===== src/lis_length_tracker_assert.svh =====
// Assertion helpers for the tail tracker; clk and rst_n are taken from the including scope.
`ifndef LIS_LENGTH_TRACKER_ASSERT_SVH
`define LIS_LENGTH_TRACKER_ASSERT_SVH

// Same-cycle implication, checked out of reset
`define LIS_ASSERT_IMPL(label, ante, cons, msg) \
  label: assert property (@(posedge clk) disable iff (!rst_n) (ante) |-> (cons)) \
    else $error(msg);

// Next-cycle implication, checked out of reset
`define LIS_ASSERT_NEXT(label, ante, cons, msg) \
  label: assert property (@(posedge clk) disable iff (!rst_n) (ante) |=> (cons)) \
    else $error(msg);

`endif


===== src/lis_pkg.sv =====
package lis_pkg;

  localparam int DEPTH  = 128;
  localparam int ADDR_W = (DEPTH > 1) ? $clog2(DEPTH) : 1;
  localparam int CNT_W  = $clog2(DEPTH + 1);
  localparam int VAL_W  = 32;
  localparam int LEN_W  = 8;
  localparam int SLOT_W = 7;

  localparam int IN_TDATA_W  = ((VAL_W + 7) / 8) * 8;
  localparam int OUT_TDATA_W = ((LEN_W + SLOT_W + 7) / 8) * 8;

  typedef enum logic [1:0] {
    ST_IDLE,
    ST_PROBE,
    ST_CMP,
    ST_WRITE
  } lis_state_t;

  // Memory request from the search engine
  typedef struct packed {
    logic              rd_en;
    logic [ADDR_W-1:0] rd_addr;
    logic              wr_en;
    logic [ADDR_W-1:0] wr_addr;
    logic [VAL_W-1:0]  wr_data;
  } lis_ram_req_t;

  // One result request
  typedef struct packed {
    logic              overflow;
    logic [SLOT_W-1:0] slot;
    logic [LEN_W-1:0]  length;
  } lis_result_t;

  // Engine status toward the top level
  typedef struct packed {
    logic             busy;
    logic [CNT_W-1:0] count;
  } lis_status_t;

  // Midpoint of a search window, lo + (hi - lo) / 2
  function automatic logic [CNT_W-1:0] lis_mid(input logic [CNT_W-1:0] lo,
                                               input logic [CNT_W-1:0] hi);
    logic [CNT_W:0] sum;
    sum = {1'b0, lo} + {1'b0, hi};
    return sum[CNT_W:1];
  endfunction

endpackage


===== src/lis_ram.sv =====
module lis_ram #(
  parameter int WIDTH = 32,
  parameter int DEPTH = 128
) (
  input  logic                                    clk,
  input  logic                                    wr_en,
  input  logic [((DEPTH > 1) ? $clog2(DEPTH) : 1)-1:0] wr_addr,
  input  logic [WIDTH-1:0]                        wr_data,
  input  logic                                    rd_en,
  input  logic [((DEPTH > 1) ? $clog2(DEPTH) : 1)-1:0] rd_addr,
  output logic [WIDTH-1:0]                        rd_data
);

  logic [WIDTH-1:0] mem [DEPTH];

  // Write port and registered read port
  always_ff @(posedge clk) begin
    if (wr_en) begin
      mem[wr_addr] <= wr_data;
    end
    if (rd_en) begin
      rd_data <= mem[rd_addr];
    end
  end

endmodule


===== src/lis_ctrl.sv =====
module lis_ctrl (
  input  logic                       clk,
  input  logic                       rst_n,
  input  logic                       in_valid,
  input  logic                       in_start,
  input  logic [lis_pkg::VAL_W-1:0]  in_value,
  output logic                       in_ready,
  output lis_pkg::lis_ram_req_t      ram_req,
  input  logic [lis_pkg::VAL_W-1:0]  rd_data,
  output logic                       res_valid,
  output lis_pkg::lis_result_t       res,
  input  logic                       res_ready,
  output lis_pkg::lis_status_t       status
);
  import lis_pkg::*;

  lis_state_t       state_r, state_nxt;
  logic [VAL_W-1:0] val_r;
  logic [CNT_W-1:0] cnt_r, cnt_nxt;
  logic [CNT_W-1:0] item_cnt_r;
  logic [CNT_W-1:0] lo_r, hi_r, mid_r;
  logic [CNT_W-1:0] lo_c, hi_c, mid_c;
  logic             cmp_ge;
  logic             win_open;
  logic             replace, append;
  logic             accept;

  assign accept   = in_valid && in_ready;
  assign cmp_ge   = $signed(rd_data) >= $signed(val_r);
  assign replace  = lo_r < item_cnt_r;
  assign append   = !replace && (item_cnt_r < CNT_W'(DEPTH));

  // Narrow the search window with the tail read last cycle
  always_comb begin
    lo_c = lo_r;
    hi_c = hi_r;
    if (state_r == ST_CMP) begin
      if (cmp_ge) begin
        hi_c = mid_r;
      end else begin
        lo_c = mid_r + CNT_W'(1);
      end
    end
    mid_c    = lis_mid(lo_c, hi_c);
    win_open = lo_c < hi_c;
  end

  // Next state
  always_comb begin
    state_nxt = state_r;
    unique case (state_r)
      ST_IDLE:  if (in_valid) state_nxt = ST_PROBE;
      ST_PROBE,
      ST_CMP:   state_nxt = win_open ? ST_CMP : ST_WRITE;
      ST_WRITE: if (res_ready) state_nxt = ST_IDLE;
      default:  state_nxt = ST_IDLE;
    endcase
  end

  // Outputs: memory request, result, new count
  always_comb begin
    in_ready        = (state_r == ST_IDLE);
    ram_req.rd_en   = ((state_r == ST_PROBE) || (state_r == ST_CMP)) && win_open;
    ram_req.rd_addr = mid_c[ADDR_W-1:0];
    ram_req.wr_en   = (state_r == ST_WRITE) && res_ready && (replace || append);
    ram_req.wr_addr = lo_r[ADDR_W-1:0];
    ram_req.wr_data = val_r;
    cnt_nxt         = append ? item_cnt_r + CNT_W'(1) : item_cnt_r;
    res_valid       = (state_r == ST_WRITE);
    res.length      = LEN_W'(cnt_nxt);
    res.slot        = (replace || append) ? SLOT_W'(lo_r) : '0;
    res.overflow    = !replace && !append;
    status.busy     = (state_r != ST_IDLE);
    status.count    = cnt_r;
  end

  // Control state
  always_ff @(posedge clk) begin
    if (!rst_n) begin
      state_r <= ST_IDLE;
      cnt_r   <= '0;
    end else begin
      state_r <= state_nxt;
      if ((state_r == ST_WRITE) && res_ready) begin
        cnt_r <= cnt_nxt;
      end
    end
  end

  // Per-request working registers
  always_ff @(posedge clk) begin
    if (accept) begin
      val_r      <= in_value;
      item_cnt_r <= in_start ? '0 : cnt_r;
      lo_r       <= '0;
      hi_r       <= in_start ? '0 : cnt_r;
    end else if ((state_r == ST_PROBE) || (state_r == ST_CMP)) begin
      lo_r  <= lo_c;
      hi_r  <= hi_c;
      mid_r <= mid_c;
    end
  end

endmodule


===== src/lis_length_tracker.sv =====
// Longest strictly increasing subsequence length tracker.
// Input channel in_*: one request per value; in_tdata carries the signed
// 32-bit value, in_tuser set starts a new sequence (length cleared first).
// Output channel out_*: one result per request; out_tdata holds the length
// and the slot written, out_tuser flags an overflow (table full, value dropped).
// The tails table lives in a single-port-read memory. Each request runs a
// binary search, one memory read per cycle with the compare feeding the next
// address, then a write-back.
// A request's search makes at most floor(log2(count)) + 1 memory reads (none
// when the table is empty). A new request is accepted only once the last one
// has left its write-back; its result then shows on out_* from the output register.
// Results leave through an output register: the next request is accepted
// while a result waits. A stalled receiver holds the engine in its write
// cycle until the register frees.
// Reset (synchronous, active low) clears the length; the memory needs no
// clearing pass, since only tails written since the last start are read.
// The write-back and the next read never fall in the same cycle.
module lis_length_tracker (
  input  logic                             clk,
  input  logic                             rst_n,
  input  logic                             in_tvalid,
  output logic                             in_tready,
  input  logic [lis_pkg::IN_TDATA_W-1:0]   in_tdata,   // [31:0] value
  input  logic                             in_tuser,   // [0] start_req
  output logic                             out_tvalid,
  input  logic                             out_tready,
  output logic [lis_pkg::OUT_TDATA_W-1:0]  out_tdata,  // [7:0] length, [14:8] slot, pad
  output logic                             out_tuser   // [0] overflow
);
  import lis_pkg::*;

  `include "lis_length_tracker_assert.svh"

  lis_ram_req_t     ram_req;
  logic [VAL_W-1:0] rd_data;
  logic             res_valid, res_ready;
  lis_result_t      res;
  lis_status_t      status;
  logic             out_valid_r;
  lis_result_t      out_res_r;

  lis_ctrl u_ctrl (
    .clk       (clk),
    .rst_n     (rst_n),
    .in_valid  (in_tvalid),
    .in_start  (in_tuser),
    .in_value  (in_tdata[VAL_W-1:0]),
    .in_ready  (in_tready),
    .ram_req   (ram_req),
    .rd_data   (rd_data),
    .res_valid (res_valid),
    .res       (res),
    .res_ready (res_ready),
    .status    (status)
  );

  lis_ram #(
    .WIDTH (VAL_W),
    .DEPTH (DEPTH)
  ) u_tails (
    .clk     (clk),
    .wr_en   (ram_req.wr_en),
    .wr_addr (ram_req.wr_addr),
    .wr_data (ram_req.wr_data),
    .rd_en   (ram_req.rd_en),
    .rd_addr (ram_req.rd_addr),
    .rd_data (rd_data)
  );

  // Hold the result until the receiver takes it
  assign res_ready = !out_valid_r || out_tready;

  always_ff @(posedge clk) begin
    if (!rst_n) begin
      out_valid_r <= 1'b0;
    end else if (res_ready) begin
      out_valid_r <= res_valid;
    end
  end

  always_ff @(posedge clk) begin
    if (res_valid && res_ready) begin
      out_res_r <= res;
    end
  end

  assign out_tvalid = out_valid_r;
  assign out_tdata  = OUT_TDATA_W'({out_res_r.slot, out_res_r.length});
  assign out_tuser  = out_res_r.overflow;

  `LIS_ASSERT_IMPL(a_count_bound, 1'b1,
                   status.count <= CNT_W'(DEPTH), "tail count above depth")
  `LIS_ASSERT_IMPL(a_ovf_full, out_tvalid && out_tuser,
                   out_tdata[LEN_W-1:0] == LEN_W'(DEPTH), "overflow without full table")
  `LIS_ASSERT_IMPL(a_no_rw_overlap, ram_req.wr_en,
                   !ram_req.rd_en, "tail read and write-back overlap")
  `LIS_ASSERT_NEXT(a_one_at_a_time, in_tvalid && in_tready,
                   status.busy && !in_tready, "request taken while busy")

endmodule

===== config.mk =====
export PLATFORM = sky130hd
export DESIGN_NAME = lis_length_tracker
export DESIGN_NICKNAME = d
export VERILOG_FILES = /design/src/lis_pkg.sv /design/src/lis_ram.sv /design/src/lis_ctrl.sv /design/src/lis_length_tracker.sv
export VERILOG_INCLUDE_DIRS = /design/src /design/src/src
export SDC_FILE = /design/constraint.sdc
export NUM_CORES = 2
export LEC_CHECK = 0
export BUFFER_PORTS_ARGS = -buffer_cell sky130_fd_sc_hd__clkbuf_2
export CAP_MARGIN = 20
export CORE_MARGIN = 10
export CORE_UTILIZATION = 25
export CTS_CLUSTER_SIZE = 25
export DETAILED_ROUTE_END_ITERATION = 10
export GPL_TIMING_DRIVEN = 0
export MAX_ROUTING_LAYER = met4
export SYNTH_ARGS = -nofsm -noshare
export SYNTH_HDL_FRONTEND = slang
export SYNTH_SLANG_ARGS = --single-unit

===== constraint.sdc =====
create_clock -name clk -period 21 [get_ports clk]
set_input_delay 2.1 -clock clk [delete_from_list [all_inputs] [get_ports clk]]
set_output_delay 2.1 -clock clk [all_outputs]
set_load 0.01 [all_outputs]

==> flow_metrics.env <==
export IMPL_status="finished clean"
export IMPL_worst_pin_slew_ns=1.29
export IMPL_arrival_ns=11.86
export IMPL_cp_num_buf_inv=10
export IMPL_post_route_min_period_ns=11.15
export IMPL_vias_per_cell=4.81
export IMPL_cp_slowest_cell="o22ai_1"
export IMPL_cts_num_sinks=4219
export IMPL_critPathMaxFanout=17
export IMPL_area_delta_synth_final_pct=21.0
export IMPL_reg2reg_slack_ns=9.85
export IMPL_path_clk_slew_ns=0.07
export IMPL_synth_top_area_cell="edfxtp_1"
export IMPL_ctsResizeCount=0
export IMPL_cp_endpoint="u_tails.rd_data[14]"
export IMPL_die_h_um=830
export IMPL_num_rows=297
export IMPL_finClkSkew_ns=0.0708
export IMPL_whs_ns=0.499
export IMPL_endpoint_kind="flip-flop"
export IMPL_grt_start_max_net_pins=34
export IMPL_worstRegToRegCells=25
export IMPL_max_cap_violations=0
export IMPL_path_class="flip-flop to flip-flop"
export IMPL_post_cts_buffers=0
export IMPL_cts_buffer_depth=4
export IMPL_synth_cells=7710
export IMPL_postRouteAntennaNets=0
export IMPL_slew_headroom_pct=13.4
export IMPL_final_cells=17629
export IMPL_cp_depth=25
export IMPL_grt_pass1_vias=82997
export IMPL_yosys_top_cells_area="edfxtp_1 77%, mux4_2 14%, nand2_1 0.97%, mux2i_1 0.87%, and3_1 0.86%"
export IMPL_die_w_um=830
export IMPL_crit_required_ns=21.71
export IMPL_cts_inserted_buffers=429
export IMPL_drtPass1Iterations=9
export IMPL_drv_slew=0
export IMPL_cpMostUsedCell="clkbuf_1"
export IMPL_syn_area_mm2=0.164
export IMPL_critPathMaxStageDelay_ns=0.96
export IMPL_setup_violations=0
export IMPL_synth_async_reset_ratio_pct=0
export IMPL_drt_initial_drc_count=11876
export IMPL_cts_tree="yes"
export IMPL_drc=0
export IMPL_cp_startpoint="u_ctrl.val_r[14]"
export IMPL_synth_seq_cells=4219
export IMPL_setup_tns_ns=0
export IMPL_antenna_found_initial=43
export IMPL_htree_levels=5
export IMPL_hold_viol_final=0
export IMPL_fin_nets=8671
export IMPL_ys_warn_count=0
export IMPL_layout_commonest_cell="edfxtp_1"
export IMPL_synth_nets=7806
export IMPL_core_area_mm2=0.654
export IMPL_die_area_mm2=0.689
export IMPL_routabilityCongestion=0.937
export IMPL_critPathLaunchType="flip-flop"
export IMPL_place_detailed_instances=16807
export IMPL_grt_pass1_wl_mm=655
export IMPL_dpl_hpwl_mm=332
export IMPL_synthFlopType="edfxtp_1"
export IMPL_synth_edf_count=4200
export IMPL_grt_total_usage_pct=13.5
export IMPL_cts_root_buf="clkbuf_16"
export IMPL_top_level_ports=56
export IMPL_final_period_utilization_pct=53.1
export IMPL_clkLatencyLatePin_ns=1.00
export IMPL_most_common_layout_cells="4200 x edfxtp_1, 1024 x mux4_2, 434 x clkbuf_16"
export IMPL_synth_top_area_share_pct=76.8
export IMPL_fmax_mhz=89.7
export IMPL_postCtsHoldBufs=0
export IMPL_layout_drive_gt1_share_pct=26.9
export IMPL_initial_core_util_pct=25.1
export IMPL_drt_wl_total_mm=472
export IMPL_numPortBuffers=54
export IMPL_critical_path_top_delay_family="buffers and inverters"
export IMPL_hold_path_class="flip-flop to flip-flop"
export IMPL_synth_cell_types=68
export IMPL_r2r_start="u_ctrl.val_r[14]"
export IMPL_avgSynthCellArea_um2=21.3
export IMPL_r2r_end="u_tails.rd_data[14]"
export IMPL_gr_total_overflow=0
export IMPL_wl_per_cell_um=26.8
export IMPL_rsz0062_at_grt="false"
export IMPL_synth_sequential_area_ratio_pct=77.1
export IMPL_vias=84829
worst reg2reg max path, stage by stage, from the launching register on:
cell and delay (ns):
edfxtp_1 0.76, buf_8 0.25, buf_8 0.19, buf_12 0.21, inv_1 0.10, ha_1 0.33
nand4_1 0.18, or4_1 0.64, a21oi_1 0.18, o31a_1 0.35, nor2_1 0.10, xnor2_1 0.16
nand3_1 0.14, clkbuf_1 0.35, mux2i_1 0.28, fa_1 0.57, clkbuf_1 0.85, clkbuf_2 0.81
buf_1 0.77, buf_1 0.82, clkbuf_1 0.81, mux4_2 0.64, nand2_1 0.08, a31oi_1 0.24
o22ai_1 0.96, nor4_2 0.08
flip-flops by register name, summed over array words and instances, names as in the netlist, 8 cells and up:
signal and flops:
out_tdata 15, u_ctrl.cnt_r 8, u_ctrl.hi_r 8, u_ctrl.item_cnt_r 8
u_ctrl.lo_r 8, u_ctrl.mid_r 8, u_ctrl.val_r 32, u_tails.mem 4096
u_tails.rd_data 32
Yosys cell counts, drive strengths merged, types with 58 or more instances:
cell type	number
mux2	66
clkbuf	367
mux4	1024
edfxtp	4200
a2111oi	63
buf	89
and3	226
nor2	235
o21ai	88
a31oi	163
ha	58
nand2	424
inv	76
mux2i	142
o22ai	65
a211oi	164
stage by stage:
stage	utilization (%)	setup slack [ns]	area, um2
5_1_grt	30.4	9.46	199000
3_3_place_gp	26.8	4.32	175000
3_5_place_dp	28.3	9.88	185000
2_1_floorplan	-	13.02	164000
4_1_cts	30.3	9.87	198000
6_report	30.4	9.85	199000
worst min path at each step:
stage	from	to	cells after the start
2_1_floorplan	u_ctrl.cnt_r[0]	u_ctrl.cnt_r[0]	2
3_3_place_gp	u_ctrl.cnt_r[1]	u_ctrl.cnt_r[1]	2
3_5_place_dp	u_ctrl.cnt_r[1]	u_ctrl.cnt_r[1]	2
4_1_cts	u_ctrl.cnt_r[1]	u_ctrl.cnt_r[1]	2
5_1_grt	u_ctrl.cnt_r[1]	u_ctrl.cnt_r[1]	2
6_report	u_ctrl.cnt_r[1]	u_ctrl.cnt_r[1]	2
cell type report:
type / count / area (um2)
Antenna cell: 30 / 75.1
Buffer: 456 / 2010
Clock buffer: 526 / 11200
Clock inverter: 258 / 2280
Fill cell: 62413 / 456000
Inverter: 77 / 290
Multi-Input combinational cell: 2958 / 36400
Sequential cell: 4219 / 127000
Tap cell: 8671 / 10800
Timing Repair Buffer: 434 / 9030
cells by family after synthesis:
kind of cell	after synthesis	share of synthesized area [%]
DFF	4219	77.1
AOI/OAI and AO/OA	647	2.71
and+or+nand+nor	1003	2.95
muxes	1232	15.4
other	1	0.00228
buffers and inverters	533	1.38
xor gates and xnor gates	16	0.0854
adders and majority gates	59	0.454
per-layer routing:
layer  GRT usage (%)  up-vias  wire, um
met3            3.37      767     51500
met5               -        -         0
met2            19.7     4611    210000
li1                -    34192         -
met4            5.09        0     20400
met1            18.0    45259    190000
Power is not shown: default switching activity piles up to over one toggle a cycle in this logic, so the estimate is an artifact.
